**config.mk**
```make
export PLATFORM = sky130hd
export DESIGN_NAME = http_chunked_body_decoder_flat
export DESIGN_NICKNAME = d
export VERILOG_FILES = /design/src/design/hcbd_pkg.sv /design/src/design/hcbd_if.sv /design/src/design/hcbd_res_fifo.sv /design/src/design/http_chunked_body_decoder.sv /design/src/flat_wrapper.sv
export SDC_FILE = /design/constraint.sdc
export NUM_CORES = 1
export LEC_CHECK = 0
export BUFFER_PORTS_ARGS = -buffer_cell sky130_fd_sc_hd__buf_2
export CORE_AREA = 2 2 115 117
export CTS_BUF_LIST = sky130_fd_sc_hd__clkbuf_2
export DETAILED_ROUTE_END_ITERATION = 8
export DIE_AREA = 0 0 117 119
export GPL_TIMING_DRIVEN = 0
export HOLD_SLACK_MARGIN = 0.15
export PLACE_DENSITY = 0.77
export RECOVER_POWER = 25
export REMOVE_ABC_BUFFERS = 1
export SYNTH_ARGS = -nofsm -noshare
export SYNTH_HDL_FRONTEND = slang
export SYNTH_SLANG_ARGS = --single-unit
```
**constraint.sdc**
```tcl
create_clock -name clk_i -period 7.1 [get_ports clk_i]
set_input_delay 0.355 -clock clk_i [delete_from_list [all_inputs] [get_ports clk_i]]
set_output_delay 0.355 -clock clk_i [all_outputs]
set_load 0.1 [all_outputs]
```
**src/design/hcbd_pkg.sv**
```systemverilog
`timescale 1ns / 1ps
// ----------------------------------------------------------------------------
// hcbd_pkg
// Shared types and constants of the HTTP chunked body decoder.
// ----------------------------------------------------------------------------
package hcbd_pkg;

  // Width of a chunk size and of the bytes-left counter.
  localparam int CHUNK_BITS = 32;
  // Longest size line, in characters, before it is an error.
  localparam int MAX_LINE   = 31;
  localparam int LINE_W     = $clog2(MAX_LINE + 1);

  // Result queue geometry.
  localparam int FIFO_DEPTH = 4;
  localparam int PTR_W      = $clog2(FIFO_DEPTH);
  localparam int CNT_W      = $clog2(FIFO_DEPTH + 1);

  // Line terminator characters.
  localparam logic [7:0] CHAR_CR = 8'h0D;
  localparam logic [7:0] CHAR_LF = 8'h0A;

  typedef enum logic [1:0] {
    KIND_BYTE = 2'd0,
    KIND_DONE = 2'd1,
    KIND_ERR  = 2'd2
  } kind_e;

  typedef struct packed {
    kind_e       kind;
    logic [7:0]  data;
    logic        eor;
  } result_t;

  // Results produced by one body byte, in order.
  typedef struct packed {
    logic [1:0]  count;
    result_t     first;
    result_t     second;
  } push_t;

endpackage

```
**src/design/hcbd_if.sv**
```systemverilog
`timescale 1ns / 1ps
// ----------------------------------------------------------------------------
// hcbd_in_if / hcbd_out_if
// Valid/ready channels for body bytes in and decoded results out.
// ----------------------------------------------------------------------------
interface hcbd_in_if;
  logic       valid;
  logic       ready;
  logic [7:0] data_byte;
  logic       last_byte;

  modport source (output valid, output data_byte, output last_byte, input ready);
  modport sink   (input valid, input data_byte, input last_byte, output ready);
endinterface

interface hcbd_out_if;
  logic       valid;
  logic       ready;
  logic [1:0] result_kind;
  logic [7:0] out_byte;
  logic       end_of_run;

  modport source (output valid, output result_kind, output out_byte,
                  output end_of_run, input ready);
  modport sink   (input valid, input result_kind, input out_byte,
                  input end_of_run, output ready);
endinterface

```
**src/design/hcbd_res_fifo.sv**
```systemverilog
`timescale 1ns / 1ps
// ----------------------------------------------------------------------------
// hcbd_res_fifo
// Result queue: takes up to two results a cycle, hands out one a beat.
// ----------------------------------------------------------------------------
module hcbd_res_fifo (
  input  logic               clk_i,
  input  logic               rst_ni,
  input  hcbd_pkg::push_t    push_i,
  output logic               room_o,
  hcbd_out_if.source         out_o
);

  hcbd_pkg::result_t                 mem_q [hcbd_pkg::FIFO_DEPTH];
  logic [hcbd_pkg::PTR_W-1:0]        rd_q, rd_d, wr_q, wr_d;
  logic [hcbd_pkg::CNT_W-1:0]        cnt_q, cnt_d;
  logic                              pop;
  hcbd_pkg::result_t                 head;

  assign head              = mem_q[rd_q];
  assign out_o.valid       = (cnt_q != '0);
  assign out_o.result_kind = head.kind;
  assign out_o.out_byte    = head.data;
  assign out_o.end_of_run  = head.eor;
  assign pop               = out_o.valid && out_o.ready;

  // Leave space for the worst case of two results from one byte.
  assign room_o = (cnt_q <= hcbd_pkg::CNT_W'(hcbd_pkg::FIFO_DEPTH - 2));

  always_comb begin
    rd_d  = rd_q + hcbd_pkg::PTR_W'(pop);
    wr_d  = wr_q + hcbd_pkg::PTR_W'(push_i.count);
    cnt_d = cnt_q + hcbd_pkg::CNT_W'(push_i.count) - hcbd_pkg::CNT_W'(pop);
  end

  always_ff @(posedge clk_i or negedge rst_ni) begin
    if (!rst_ni) begin
      rd_q  <= '0;
      wr_q  <= '0;
      cnt_q <= '0;
    end else begin
      rd_q  <= rd_d;
      wr_q  <= wr_d;
      cnt_q <= cnt_d;
    end
  end

  always_ff @(posedge clk_i) begin
    if (push_i.count != 2'd0) begin
      mem_q[wr_q] <= push_i.first;
    end
    if (push_i.count == 2'd2) begin
      mem_q[wr_q + hcbd_pkg::PTR_W'(1)] <= push_i.second;
    end
  end

endmodule

```
**src/design/http_chunked_body_decoder.sv**
```systemverilog
`timescale 1ns / 1ps
// ----------------------------------------------------------------------------
// http_chunked_body_decoder
// Strips HTTP chunked framing from body bytes, one a cycle while not stalled.
// ----------------------------------------------------------------------------
// Usage:
//   in_i carries one body byte a beat, with last_byte set on the final byte
//   of a body. out_o carries results: payload bytes (kind 0), a body-finished
//   marker (kind 1) or a format error (kind 2); end_of_run flags the last
//   result caused by a given body byte. A byte that causes no result (size
//   line characters, chunk CR LF) produces nothing on out_o.
//   Throughput: one body byte per cycle while in_i.ready is high. The byte
//   is held in an input register, decoded by the framing state machine,
//   and its results pushed into a four-entry result queue, whose head
//   is offered on out_o.
//   A final byte inside chunk data gives two results (byte, then error); the
//   queue hands those out one a beat, so sustained input stays at one byte
//   per cycle when out_o is always ready.
//   Stall: while out_o.ready is low the queue fills; in_i.ready drops once
//   the queue can no longer take two more results and the input register
//   is occupied. No result is lost or repeated.
//   Reset: rst_ni clears the queue and returns the decoder to the start of a
//   size line. Every byte with last_byte set also rearms the decoder for the
//   next body; after a finish or an error, later bytes up to the final one
//   are dropped.
// ----------------------------------------------------------------------------
module http_chunked_body_decoder (
  input  logic       clk_i,
  input  logic       rst_ni,
  hcbd_in_if.sink    in_i,
  hcbd_out_if.source out_o
);

  localparam int CB = hcbd_pkg::CHUNK_BITS;
  localparam int LW = hcbd_pkg::LINE_W;

  typedef enum logic [2:0] {
    PH_LINE = 3'd0,
    PH_DATA = 3'd1,
    PH_CR   = 3'd2,
    PH_LF   = 3'd3,
    PH_DONE = 3'd4,
    PH_FAIL = 3'd5
  } phase_e;

  typedef enum logic [2:0] {
    HX_WS     = 3'd0,
    HX_SIGN   = 3'd1,
    HX_ZERO   = 3'd2,
    HX_X      = 3'd3,
    HX_DIGITS = 3'd4,
    HX_STOP   = 3'd5
  } hx_e;

  typedef struct packed {
    hx_e          step;
    logic [CB-1:0] value;
    logic         neg;
    logic         ovf;
  } parse_t;

  // Append one hex digit, or flag overflow when the top nibble is in use.
  function automatic parse_t add_digit(parse_t s, logic [3:0] d);
    parse_t r;
    r = s;
    if (s.value[CB-1 -: 4] != 4'd0) begin
      r.ovf = 1'b1;
    end else begin
      r.value = {s.value[CB-5:0], d};
    end
    r.step = HX_DIGITS;
    return r;
  endfunction

  // One step of the base-16 size reader.
  function automatic parse_t parse_char(parse_t s, logic [7:0] c);
    parse_t     r;
    logic       dig_ok;
    logic [3:0] dig;
    logic       sign_path;
    r         = s;
    dig_ok    = (c >= "0" && c <= "9") || (c >= "a" && c <= "f") ||
                (c >= "A" && c <= "F");
    dig       = (c <= "9") ? c[3:0] : (c[3:0] + 4'd9);
    sign_path = 1'b0;
    case (s.step)
      HX_WS: begin
        if (c == " " || (c >= 8'd9 && c <= 8'd13)) begin
          r = s;
        end else if (c == "+" || c == "-") begin
          r.neg  = (c == "-");
          r.step = HX_SIGN;
        end else begin
          sign_path = 1'b1;
        end
      end
      HX_SIGN: sign_path = 1'b1;
      HX_ZERO: begin
        if (c == "x" || c == "X") r.step = HX_X;
        else if (dig_ok)          r = add_digit(s, dig);
        else                      r.step = HX_STOP;
      end
      HX_X, HX_DIGITS: begin
        if (dig_ok) r = add_digit(s, dig);
        else        r.step = HX_STOP;
      end
      default: r = s;
    endcase
    if (sign_path) begin
      if (c == "0")   r.step = HX_ZERO;
      else if (dig_ok) r = add_digit(s, dig);
      else            r.step = HX_STOP;
    end
    return r;
  endfunction

  // Input register.
  logic            in_valid_q;
  logic [7:0]      in_byte_q;
  logic            in_last_q;
  logic            room;
  logic            fire;

  // Framing state.
  phase_e          ph_q, ph_d;
  logic [LW-1:0]   len_q, len_d;
  parse_t          ps_q, ps_d;
  logic            crs_q, crs_d;
  logic [CB-1:0]   left_q, left_d;

  hcbd_pkg::push_t push;

  assign fire       = in_valid_q && room;
  assign in_i.ready = !in_valid_q || room;

  always_ff @(posedge clk_i or negedge rst_ni) begin
    if (!rst_ni) begin
      in_valid_q <= 1'b0;
    end else if (in_i.ready) begin
      in_valid_q <= in_i.valid;
    end
  end

  always_ff @(posedge clk_i) begin
    if (in_i.valid && in_i.ready) begin
      in_byte_q <= in_i.data_byte;
      in_last_q <= in_i.last_byte;
    end
  end

  always_comb begin
    parse_t      ps_a;
    logic [LW:0] len_next;
    logic        fail;
    ph_d   = ph_q;
    len_d  = len_q;
    ps_d   = ps_q;
    crs_d  = crs_q;
    left_d = left_q;
    fail   = 1'b0;
    ps_a   = ps_q;
    push   = '0;
    push.first.kind  = hcbd_pkg::KIND_BYTE;
    push.second.kind = hcbd_pkg::KIND_BYTE;
    len_next = {1'b0, len_q} + (LW+1)'(1);

    if (fire) begin
      unique case (ph_q)
        PH_LINE: begin
          if (crs_q && in_byte_q == hcbd_pkg::CHAR_LF) begin
            // End of size line: check it and move on.
            if (len_q == '0 || ps_q.ovf || (ps_q.neg && ps_q.value != '0)) begin
              fail = 1'b1;
            end else if (ps_q.value == '0) begin
              push.count      = 2'd1;
              push.first.kind = hcbd_pkg::KIND_DONE;
              ph_d            = PH_DONE;
            end else begin
              left_d = ps_q.value;
              ph_d   = PH_DATA;
            end
          end else if (crs_q) begin
            // Lone CR counts as a line character.
            if (len_next > (LW+1)'(hcbd_pkg::MAX_LINE)) begin
              fail = 1'b1;
            end else begin
              ps_a  = parse_char(ps_q, hcbd_pkg::CHAR_CR);
              ps_d  = ps_a;
              len_d = len_next[LW-1:0];
              if (in_byte_q == hcbd_pkg::CHAR_CR) begin
                crs_d = 1'b1;
              end else begin
                crs_d = 1'b0;
                if (len_next + (LW+1)'(1) > (LW+1)'(hcbd_pkg::MAX_LINE)) begin
                  fail = 1'b1;
                end else begin
                  ps_d  = parse_char(ps_a, in_byte_q);
                  len_d = len_next[LW-1:0] + LW'(1);
                end
              end
            end
          end else if (in_byte_q == hcbd_pkg::CHAR_CR) begin
            crs_d = 1'b1;
          end else if (len_next > (LW+1)'(hcbd_pkg::MAX_LINE)) begin
            fail = 1'b1;
          end else begin
            ps_d  = parse_char(ps_q, in_byte_q);
            len_d = len_next[LW-1:0];
          end
        end
        PH_DATA: begin
          push.count      = 2'd1;
          push.first.kind = hcbd_pkg::KIND_BYTE;
          push.first.data = in_byte_q;
          left_d          = left_q - CB'(1);
          if (left_q == CB'(1)) ph_d = PH_CR;
        end
        PH_CR: begin
          if (in_byte_q == hcbd_pkg::CHAR_CR) ph_d = PH_LF;
          else                                fail = 1'b1;
        end
        PH_LF: begin
          if (in_byte_q != hcbd_pkg::CHAR_LF) begin
            fail = 1'b1;
          end else if (in_last_q) begin
            push.count      = 2'd1;
            push.first.kind = hcbd_pkg::KIND_DONE;
            ph_d            = PH_DONE;
          end else begin
            // Clear the line state for the next size line.
            ph_d          = PH_LINE;
            len_d         = '0;
            ps_d          = '0;
            ps_d.step     = HX_WS;
            crs_d         = 1'b0;
          end
        end
        default: ph_d = ph_q;
      endcase

      // Final byte before the body is complete.
      if (!fail && in_last_q && ph_d != PH_DONE && ph_d != PH_FAIL) begin
        fail = 1'b1;
      end

      if (fail) begin
        ph_d = PH_FAIL;
        if (push.count == 2'd0) begin
          push.count      = 2'd1;
          push.first.kind = hcbd_pkg::KIND_ERR;
        end else begin
          push.count       = 2'd2;
          push.second.kind = hcbd_pkg::KIND_ERR;
        end
      end

      push.first.eor  = (push.count == 2'd1);
      push.second.eor = (push.count == 2'd2);

      // Rearm for the next body.
      if (in_last_q) begin
        ph_d      = PH_LINE;
        len_d     = '0;
        ps_d      = '0;
        ps_d.step = HX_WS;
        crs_d     = 1'b0;
        left_d    = '0;
      end
    end
  end

  always_ff @(posedge clk_i or negedge rst_ni) begin
    if (!rst_ni) begin
      ph_q      <= PH_LINE;
      len_q     <= '0;
      ps_q      <= '0;
      crs_q     <= 1'b0;
      left_q    <= '0;
    end else begin
      ph_q      <= ph_d;
      len_q     <= len_d;
      ps_q      <= ps_d;
      crs_q     <= crs_d;
      left_q    <= left_d;
    end
  end

  hcbd_res_fifo u_res_fifo (
    .clk_i  (clk_i),
    .rst_ni (rst_ni),
    .push_i (push),
    .room_o (room),
    .out_o  (out_o)
  );

endmodule
```
**src/flat_wrapper.sv**
```systemverilog
// flat-port wrapper written by rule: the top's interface ports become plain ports
module http_chunked_body_decoder_flat 
  (clk_i, rst_ni, in_i_valid, in_i_data_byte, in_i_last_byte, in_i_ready, out_o_valid, out_o_result_kind, out_o_out_byte, out_o_end_of_run, out_o_ready);
  hcbd_in_if in_i_i ();
  hcbd_out_if out_o_i ();
  input  logic clk_i;
  input  logic rst_ni;
  input wire logic [$bits(in_i_i.valid)-1:0] in_i_valid;
  input wire logic [$bits(in_i_i.data_byte)-1:0] in_i_data_byte;
  input wire logic [$bits(in_i_i.last_byte)-1:0] in_i_last_byte;
  output wire logic [$bits(in_i_i.ready)-1:0] in_i_ready;
  output wire logic [$bits(out_o_i.valid)-1:0] out_o_valid;
  output wire logic [$bits(out_o_i.result_kind)-1:0] out_o_result_kind;
  output wire logic [$bits(out_o_i.out_byte)-1:0] out_o_out_byte;
  output wire logic [$bits(out_o_i.end_of_run)-1:0] out_o_end_of_run;
  input wire logic [$bits(out_o_i.ready)-1:0] out_o_ready;
  assign in_i_i.valid = in_i_valid;
  assign in_i_i.data_byte = in_i_data_byte;
  assign in_i_i.last_byte = in_i_last_byte;
  assign in_i_ready = in_i_i.ready;
  assign out_o_valid = out_o_i.valid;
  assign out_o_result_kind = out_o_i.result_kind;
  assign out_o_out_byte = out_o_i.out_byte;
  assign out_o_end_of_run = out_o_i.end_of_run;
  assign out_o_i.ready = out_o_ready;
  http_chunked_body_decoder u_core (.clk_i(clk_i), .rst_ni(rst_ni), .in_i(in_i_i), .out_o(out_o_i));
endmodule
```
# Word level (Yosys, flattened, before mapping)
# Memories as Yosys holds them, arrays and structs flattened.
# Index checks and enable logic that the tools add are counted.
op_classes:
  add_sub_neg: 10
  n_lt_le_gt_ge: 11
  eq_ne: 38
  n_mux: 140
  n_reduce_logical: 43
op_table:
  columns: ["op", "n"]
  rows:
  - ["$mux 34", 13]
  - ["$mux 37", 11]
  - ["$pmux 37 s3", 2]
  - ["$mux 32", 6]
  - ["$mux 3", 25]
  - ["$pmux 37 s2", 1]
  - ["$pmux 32 s2", 1]
  - ["$mux 1", 52]
  - ["$mux 5", 9]
  - ["$eq 32x1->1 const B", 1]
  - ["$eq 8x6->1 const B", 4]
  - ["$logic_not 32->1", 1]
  - ["$reduce_bool 32->1", 1]
  - ["$sub 32x1->32 const B", 1]
  - ["$mux 4", 7]
  - ["$eq 3x2->1 const B", 6]
  - ["$eq 8x4->1 const B", 2]
  - ["$eq 8x7->1 const B", 2]
  - ["$ge 8x7->1 const B", 2]
  - ["$le 8x7->1 const B", 2]
  - ["$mux 15", 1]
  - ["$gt 6x5->1 const B", 2]
  - ["$logic_and 1x1->1", 12]
  - ["$ne 3x2->1 const B", 4]
  - ["48 further kinds", 74]
word_totals:
  reg_bits: 95
  ramBits: 44
  inputBits: 13
  out_inout_bits: 13
  elab_cells: 257
  n_memories: 1
memory_table:
  columns: ["memory", "words", "width", "rd", "rd_ports_with_merged_regs", "wr", "line", "text"]
  rows:
  - ["u_core.u_res_fifo.mem_q", 4, 11, 1, 0, 2, "hcbd_res_fifo.sv:14", "hcbd_pkg::result_t mem_q [hcbd_pkg::FIFO_DEPTH];"]

# Longest topological paths before layout
# Gate-level depths: netlist (run 1).
depth:
  word_depth: 30
  depth_mapped: 15
  ltp_nobuf: 14

# Hierarchy
# From an unflattened synthesis (run 1), not the netlist that was laid out.
hier_totals:
  cells_unflattened: 815
  area_unflattened_um2: 8328.0
modules_own_cells:
  columns: ["mod", "instances", "cells_per_inst", "area_per_inst_um2", "seq_area_each_um2"]
  rows:
  - ["http_chunked_body_decoder", 1, 669, 5675.4, 2247.2]
  - ["hcbd_res_fifo", 1, 146, 2652.5, 1496.4]

# Least setup slack after synthesis (run 1)
# No wires, ideal clock.
synth_path:
  path_kind: "register to register"
  start: "reg u_core.ph_q[1]"
  end: "mem u_core.u_res_fifo.mem_q[2][0] in the netlist's numbering (enable)"
  setup_time_ns: 0.270
  arrival_ns: 3.461
  slack_ns: 3.369
  path_stages_with_launch: 14
  n_path_buf: 1
  synth_period_minus_slack_ns: 3.731
  cell_sequence: "dfrtp_1 > or3_1 > buf_2 > or4_1 > o31ai_1 > nand2_1 > a21oi_1 > o21ai_0 > ha_1 > nor2_1 > nor2_1 > and2_1 > o21ai_1 > inv_1"
synth_lines:
  columns: ["item", "line", "text"]
  rows:
  - ["start: declaration", "http_chunked_body_decoder.sv:125", "phase_e ph_q, ph_d;"]
  - ["start signal: assignment", "http_chunked_body_decoder.sv:280", "ph_q <= ph_d;"]
  - ["end: declaration", "hcbd_res_fifo.sv:14", null]

==> results of run 1 <==
layout make-up:
type                            count  area [µm²]  share of cell area
Antenna cell                        3        7.51            0.000924
Clock buffer                       18        90.1              0.0111
Clock inverter                     14         141              0.0174
Inverter                           29         109              0.0134
Multi-Input combinational cell    575        3890               0.478
Sequential cell                   139        3380               0.416
Tap cell                          176         220              0.0271
Timing Repair Buffer               42         290              0.0357
logic make-up after synthesis:
| logic type | Yosys count | share of synthesized area |
|---|---|---|
| AND/OR/NAND/NOR | 249 | 0.175 |
| AO/OA/AOI/OAI | 277 | 0.248 |
| XOR/XNOR | 13 | 0.0150 |
| buffers and inverters | 80 | 0.0432 |
| flip-flops | 139 | 0.446 |
| multiplexers | 20 | 0.0451 |
| adder cells (fa/ha/maj) | 16 | 0.0274 |
worst reg2reg max path, cell delays in order (launching register included):
cell and delay (ns):
dfrtp_1 0.81, inv_1 0.32, or4_1 0.56, o31ai_1 0.21, nand2_1 0.24, a21oi_1 0.21, o21ai_0 0.14, ha_1 0.40
nor2_1 0.50, nor2_1 0.21, and2_1 0.21, o21ai_1 0.73, inv_1 0.17
cell usage after synthesis (all sizes together) (8+ instances only):
master	instances	area share
dfrtp	86	0.28
o21ai	85	0.056
nor2	70	0.035
a22o	63	0.074
a21oi	53	0.035
clkbuf	39	0.019
dfxtp	36	0.095
nand2	34	0.017
inv	29	0.014
nor3	29	0.019
nor4	26	0.023
edfxtp	17	0.067
ha	15	0.025
buf	12	0.0096
a31oi	11	0.0091
and3	11	0.0091
mux4	11	0.033
nand3	11	0.0073
xnor2	10	0.012
nand4	9	0.0074
a22oi	8	0.0079
nand2b	8	0.0066
o31ai	8	0.0097
or3	8	0.0066
power by group through the flow:
stage | registers, mW | logic (mW) | clock network, mW
3_3_place_gp | 1.04 | 0.809 | 0
3_5_place_dp | 1.05 | 0.842 | 0
2_1_floorplan | 1.01 | 0.640 | 0
5_1_grt | 1.06 | 0.933 | 0.522
6_report | 1.04 | 0.862 | 0.477
4_1_cts | 1.04 | 0.851 | 0.484
per-layer routing:
layer / wire (µm) / global-route usage
met5: 0 / 0
met3: 1450 / 0.0631
met1: 7980 / 0.399
met2: 9340 / 0.447
met4: 616 / 0.118
cells in the final DEF, fill, tap and decap left out, types with 7 or more instances in the layout:
cell	netlist	layout
or3_1	8	8
a22o_1	58	58
mux4_2	11	11
dfrtp_1	86	86
clkbuf_2	0	18
nor2_1	70	70
nand2_1	34	34
buf_2	4	24
nand2b_1	8	8
o21ai_0	84	84
nor3_1	29	29
xnor2_1	10	10
o31ai_1	7	7
nand4_1	9	9
and3_1	11	11
dfxtp_1	36	36
dlygate4sd3_1	0	14
a21oi_1	53	53
a31oi_1	11	11
inv_1	29	29
a22oi_1	8	8
ha_1	15	15
edfxtp_1	17	17
nor4_1	25	23
nand3_1	11	11
path summary, 6_finish.rpt:
| kind | start | to | slack, ns | cells past startpoint |
|---|---|---|---|---|
| worst max-delay path | u_core.crs_q | u_core.u_res_fifo.mem_q[2][0] | 2.11 | 12 |
| worst min-delay path | in_i_data_byte[5] | u_core.in_byte_q[5] | 0.32 | 2 |
| worst max register to register | u_core.crs_q | u_core.u_res_fifo.mem_q[2][0] | 2.11 | 12 |
| worst min register to register | u_core.u_res_fifo.mem_q[2][7] | u_core.u_res_fifo.mem_q[2][7] | 0.51 | 1 |
| max in group asynchronous | rst_ni | u_core.len_q[0] | 3.05 | 4 |
| min in group asynchronous | rst_ni | u_core.in_valid_q | 1.41 | 4 |
state kept, by name, indices dropped and copies added, names as in the netlist:
register and count:
u_core.u_res_fifo.mem_q 44, u_core.ps_q 37, u_core.left_q 32, u_core.in_byte_q 8, u_core.len_q 5, u_core.ph_q 3, u_core.u_res_fifo.cnt_q 3, u_core.u_res_fifo.rd_q 2
u_core.u_res_fifo.wr_q 2, u_core.crs_q 1, u_core.in_last_q 1, u_core.in_valid_q 1
==> key figures, run 1 <==
Final layout
  – Filler Cell Count: 1094
  – Area Growth Syn to Fin: 7.23%
  – Final Util: 0.631
  – Design Area, Final: about 8100 µm²
  – Post-route non-filler standard cell count: 996
  – Fraction of layout instances using a drive strength above 1: 0.113
  – Fin nets: 833

Power and ir drop
  – Switching pwr: 1.06 mW
  – Comb power frac: 0.362
  – Clock network power share: 0.200
  – Pwr Total: 2.38 mW
  – Part of the power in registers: 0.438
  – Net Sw Frac: 0.446
  – Pwr dens: 293 nW/µm²
  – Cell internal pwr: 1.32 mW
  – Max VDD drop: 0.000181 V
  – Leakage: 3.31 nW

Floorplanning
  – Total I/O pin count: 26
  – Horiz. Die Dim: between 100 and 150 µm
  – Row count: 42
  – Die Y: around 120 µm
  – Core area: 12900 µm²
  – Die area: roughly 14000 µm²
  – Initial core utilization: 0.589

Clock network
  – Post-CTS sizing: 0
  – Number of post-CTS setup repair buffers: 0
  – H-tree Lvls: 4
  – TritonCTS Sinks: 139
  – CTS Buf Count: 17
  – Worst-Skew Late Latency: 0.74 ns
  – Root Driver: clkbuf_2
  – CTS tree: done
  – Clock slew at reported path FFs: 0.22 ns
  – Hold Buf Count CTS: 14
  – CTS Buffer Depth: 2

Route
  – Initial DRC Count: 775
  – Drt via density: slightly below 7
  – WL/cell: 19.5 µm
  – Antenna-violating nets left: 0
  – Post-Route WL: ~19000 µm
  – Vias: 6749
  – DRC errors left: 0
  – Pre-antenna DRT Iters: 5

GRT
  – Initial antenna violation count: 1
  – GRT Util Overall: 0.291
  – Vias in the first global route: 6506
  – Largest net degree at the start of global routing: 68
  – Gr ovfl total: 0
  – First-pass GRT wire length: between 30000 and 40000 µm

Setup path
  – CP top delay family: simple AND/OR/NAND/NOR gates
  – Crit-path cells: inv_1 -> or4_1 -> o31ai_1 -> nand2_1 -> a21oi_1 -> o21ai_0 -> ha_1 -> nor2_1 -> nor2_1 -> and2_1 -> o21ai_1 -> inv_1
  – Setup crit end kind: flip-flop
  – Worst endpoint required time: 7.56 ns
  – Arr. time, crit path: 5.45 ns
  – CP Max Fanout: 23
  – Max incr delay on CP: 0.81 ns
  – Nature of the critical path startpoint: flip-flop
  – Slowest stage cell, crit path: dfrtp_1
  – WP buf/inv: 2
  – Kind of critical path: reg -> reg

Synth
  – Ys Warns: 0
  – Sequential area share after synthesis: 0.446
  – Post-synthesis async set-or-reset flop share: 0.619
  – Seq cells post-synth: 139
  – Mapped Cells: 794
  – Ys flop type: dfrtp_1
  – Mapped Area: 7580 µm²
  – Number of synthesized flops with an enable pin: 17
  – Post-Syn Area per Cell: 9.55 µm²
  – Number of distinct library cells after synthesis: 75

STA
  – Tcrit/Tclk final: 0.703
  – Setup slack after layout: 2.11 ns
  – Worst-Margin Slew: 3.56 ns
  – Setup TNS: 0 ns
  – Slew HR: -1.37
  – Worst hold margin: 0.322 ns
  – Fmax: 200 MHz
  – Max Slew Vio Count: 68
  – Worst Clk Skew: 0.0304 ns
  – Crit path time final: 4.99 ns
  – Final Hold Viols: 0
  – Setup violators final: 0
  – RSZ-0062 raised after global routing: no

Outcome
  – Status: complete, but fails checks
  – Failing checks: capacitance limit, slew limit

Placed design
  – # port buffers: 25
  – Pre-CTS setup slack: between 2 and 2.5 ns
  – GP Congestion: 0.923
  – Hpwl dp: 13000 µm
  – Placed cells: 946
  – Placed Instance Area: 7750 µm²

Flow run
  – Max_cap viols: 1

Min path
  – Hold Crit Class: in -> reg
Power figures use the tool's default switching activity.
==> run 2, diff against run 1 <==
--- a/config.mk
+++ b/config.mk
@@ -5,14 +5,15 @@
 export SDC_FILE = /design/constraint.sdc
 export NUM_CORES = 1
 export LEC_CHECK = 0
+export ABC_AREA = 1
 export BUFFER_PORTS_ARGS = -buffer_cell sky130_fd_sc_hd__buf_2
-export CORE_AREA = 2 2 115 117
+export CORE_AREA = 2 2 135 137
 export CTS_BUF_LIST = sky130_fd_sc_hd__clkbuf_2
 export DETAILED_ROUTE_END_ITERATION = 8
-export DIE_AREA = 0 0 117 119
+export DIE_AREA = 0 0 137 139
 export GPL_TIMING_DRIVEN = 0
 export HOLD_SLACK_MARGIN = 0.15
-export PLACE_DENSITY = 0.77
+export PLACE_DENSITY = 0.78
 export RECOVER_POWER = 25
 export REMOVE_ABC_BUFFERS = 1
 export SYNTH_ARGS = -nofsm -noshare
==> constraint.sdc (replaced) <==
create_clock -name clk_i -period 4.4 [get_ports clk_i]
set_input_delay 0.22 -clock clk_i [delete_from_list [all_inputs] [get_ports clk_i]]
set_output_delay 0.22 -clock clk_i [all_outputs]
set_load 0.1 [all_outputs]
==> run 2 against run 1 <==
Compared with the run above: the flow now finishes without violations; total power rose to 3.3 times the previous value; die area up 37%; synthesized cell count up 94%; worst setup slack worse by 1.8 ns; highest routed layer unchanged; critical endpoint is now u_core.u_res_fifo.mem_q[0][10]; combinational power rose to 5.6 times the previous value.
==> key figures, run 2 <==
Placed design
  – GP Congestion: 0.919 (-0.42%)
  – # port buffers: 25 (unchanged)
  – Placed cells: 1719 (+82%)
  – Hpwl dp: 19300 µm (+48%)

Power and ir drop
  – Comb power frac: 0.614 (+0.252)
  – Cell internal pwr: 3.31 mW (+150%)
  – Leakage: 5.10 nW (+54%)
  – Part of the power in registers: 0.272 (-0.166)
  – Clock network power share: 0.114 (-0.086)
  – Pwr dens: 731 nW/µm² (+150%)
  – Max VDD drop: 0.000711 V (+290%)
  – Switching pwr: 4.55 mW (+330%)
  – Net Sw Frac: 0.579 (+0.133)

Min path
  – Hold Crit Class: reg -> reg

Floorplanning
  – Core area: 17700 µm² (+37%)
  – Die Y: 139 µm (+17%)
  – Horiz. Die Dim: 137 µm (+17%)
  – Initial core utilization: 0.576 (-0.0129)
  – Row count: 49 (+17%)
  – Die area: 19000 µm² (+37%)
  – Total I/O pin count: 26 (unchanged)

Setup path
  – Nature of the critical path startpoint: flip-flop
  – Kind of critical path: reg -> reg
  – CP Max Fanout: 21 (-8.7%)
  – Crit-path cells: inv_1 -> ha_1 -> inv_1 -> nor2_4 -> inv_1 -> nor2_2 -> nand2_1 -> a21boi_0 -> a21oi_1 -> a21oi_1 -> nand2_1 -> ha_1 -> nand2_1 -> nand2_1 -> nand2_1 -> nand2_1
  – Worst endpoint required time: 4.97 ns (-2.59 ns)
  – Most used cell, CP: nand2_1
  – Max incr delay on CP: 0.58 ns (-0.23 ns)
  – Setup crit end kind: flip-flop
  – Arr. time, crit path: 4.62 ns (-0.83 ns)
  – Slowest stage cell, crit path: edfxtp_1

Clock network
  – CTS tree: done
  – CTS Buffer Depth: 2 (unchanged)
  – Clock slew at reported path FFs: 0.25 ns (+0.03 ns)
  – TritonCTS Sinks: 139 (unchanged)
  – Number of post-CTS setup repair buffers: 0 (unchanged)
  – CTS Buf Count: 17 (unchanged)
  – H-tree Lvls: 4 (unchanged)
  – Root Driver: clkbuf_2
  – Worst-Skew Late Latency: 0.80 ns (+0.06 ns)

Outcome
  – Status: finished clean

Synth
  – Ys flop type: dfrtp_1
  – Post-Syn Area per Cell: 6.61 µm² (-31%)
  – Number of synthesized flops with an enable pin: 17 (unchanged)
  – Synth cell count leaders: nand2_1 (386), nand3_1 (214), o21ai_0 (173)
  – Sequential area share after synthesis: 0.333 (-0.114)
  – Top cells by area, synth: dfrtp_1 (21%), nand2_1 (14%), nand3_1 (11%)
  – Post-synthesis async set-or-reset flop share: 0.619 (unchanged)
  – Share of the synthesized area in the top cell type: 0.212 (-0.0723)
  – Ys Warns: 0 (unchanged)
  – Seq cells post-synth: 139 (unchanged)
  – Top-count cell post-synth: nand2_1
  – Mapped Area: 10200 µm² (+34%)
  – Synth area leader: dfrtp_1
  – Number of distinct library cells after synthesis: 51 (-32%)
  – Mapped Cells: 1539 (+94%)

Route
  – Antenna-violating nets left: 0 (unchanged)
  – Initial DRC Count: 1340 (+73%)
  – Vias: 10700 (+58%)
  – DRC errors left: 0 (unchanged)
  – Drt via density: 6.01 (-11%)
  – Pre-antenna DRT Iters: 6 (+1)
  – WL/cell: 16.7 µm (-14%)
  – Post-Route WL: 29700 µm (+53%)

STA
  – Worst Clk Skew: 0.0428 ns (+0.0124 ns)
  – Setup violators final: 0 (unchanged)
  – Tcrit/Tclk final: 0.921 (+0.218)
  – Max Slew Vio Count: 0 (-100%)
  – RSZ-0062 raised after global routing: no
  – Crit path time final: 4.05 ns (-0.938 ns)
  – Worst hold margin: 0.510 ns (+0.188 ns)
  – Fmax: 247 MHz (+23%)
  – Worst-Margin Slew: 1.43 ns (-2.13 ns)
  – Setup TNS: 0 ns (unchanged)
  – Final Hold Viols: 0 (unchanged)
  – Slew HR: 0.0493 (+1.42)

Flow run
  – Max_cap viols: 0 (-1)

Final layout
  – Largest register by flop count: u_core.u_res_fifo.mem_q
  – Largest register FFs: 44 (unchanged)
  – Largest registers: u_core.u_res_fifo.mem_q x44, u_core.ps_q x37, u_core.left_q x32
  – Most common cell after layout, fill and taps aside: nand2_1
  – Filler Cell Count: 1659 (+52%)
  – Final Util: 0.609 (-0.0224)
  – Fin nets: 1563 (+88%)
  – Post-route non-filler standard cell count: 1777 (+78%)
  – Commonest non-fill, non-tap cells in the layout: nand2_1 (385), nand3_1 (214), o21ai_0 (173), nor2_1 (159), inv_1 (130)
  – Area Growth Syn to Fin: 5.73%
  – Fraction of layout instances using a drive strength above 1: 0.0814 (-0.0312)

GRT
  – Vias in the first global route: 9731 (+50%)
  – Largest net degree at the start of global routing: 63 (-7.4%)
  – Gr ovfl total: 0 (unchanged)
  – GRT Util Overall: 0.318 (+0.0278)
  – First-pass GRT wire length: 48400 µm (+52%)
  – Initial antenna violation count: 1 (unchanged)
run 2: cell count changes after synthesis, moves of 23 or more:
cell	delta
a22o_1	-58
inv_1	+102
nand2_1	+352
nand3_1	+203
nor2_1	+89
nor4_1	-23
o21ai_0	+89
o21ai_1	+23
o22ai_1	+25
run 2: cell type report:
| type | instances | area [µm²] | area share |
|---|---|---|---|
| Timing Repair Buffer | 51 | 405 | 0.0377 |
| Clock buffer | 17 | 85.1 | 0.00791 |
| Sequential cell | 139 | 3390 | 0.315 |
| Tap cell | 229 | 287 | 0.0267 |
| Clock inverter | 15 | 193 | 0.0179 |
| Multi-Input combinational cell | 1179 | 5840 | 0.543 |
| Timing Repair inverter | 1 | 5.00 | 0.000466 |
| Antenna cell | 1 | 2.50 | 0.000233 |
| Inverter | 145 | 551 | 0.0512 |
run 2: what timing repair did:
item	in CTS	in global routing
hold endpoints to repair	110	0
gates resized for setup	2	2
setup endpoints to repair	26	52
pin swaps	0	0
hold buffers	24	0
cloned	1	0
run 2: path summary, 6_finish.rpt:
kind	from	end	slack, ns	cells past startpoint
worst max register to register	u_core.in_byte_q[1]	u_core.u_res_fifo.mem_q[0][10]	0.35	16
min in group asynchronous	rst_ni	u_core.in_valid_q	0.56	4
worst min-delay path	u_core.u_res_fifo.mem_q[3][8]	u_core.u_res_fifo.mem_q[3][8]	0.51	2
worst max-delay path	u_core.in_byte_q[1]	u_core.u_res_fifo.mem_q[0][10]	0.35	16
max in group asynchronous	rst_ni	u_core.ps_q[23]	2.55	4
worst min register to register	u_core.u_res_fifo.mem_q[3][8]	u_core.u_res_fifo.mem_q[3][8]	0.51	2
run 2: critical path: cells and delay by family, from the launching register on:
kind	cells	cell delay, ns
AND/OR/NAND/NOR	8	1.79
AO/OA/AOI/OAI	3	0.60
flip-flops	1	0.58
adder cells (fa/ha/maj)	2	0.52
buffers and inverters	3	0.34
run 2: cells by family after synthesis:
logic type                 count (synthesis)  synth area share
xor gates and xnor gates                  22            0.0190
and+or+nand+nor                          849             0.376
buffers and inverters                    221            0.0945
AOI/OAI and AO/OA                        292             0.158
adders and majority gates                 16            0.0204
DFF                                      139             0.333
run 2: through the flow:
| step | setup WS (ns) | power, mW | instance area, µm² |
|---|---|---|---|
| final | 0.347 | 7.86 | 10800 |
| after floorplan | 0.877 | 5.69 | 9750 |
| after CTS | 0.180 | 7.77 | 10800 |
| after detailed placement | -0.0745 | 6.85 | 10200 |
| after global routing | 0.0213 | 8.49 | 10800 |
| after global placement | -0.702 | 6.74 | 10200 |
run 2: routing by layer:
layer	share of wire	track usage	vias to the layer above
met5	0	0	-
met4	0.033	0.125	0
met3	0.093	0.0669	101
met2	0.46	0.503	529
met1	0.41	0.426	4937
li1	-	-	5111
run 2: power by group through the flow:
stage	logic (mW)	clock network, mW	registers, mW
3_3_place_gp	4.61	0	2.14
2_1_floorplan	3.69	0	2.00
3_5_place_dp	4.71	0	2.15
5_1_grt	5.35	0.952	2.19
4_1_cts	4.74	0.908	2.12
6_report	4.83	0.893	2.14
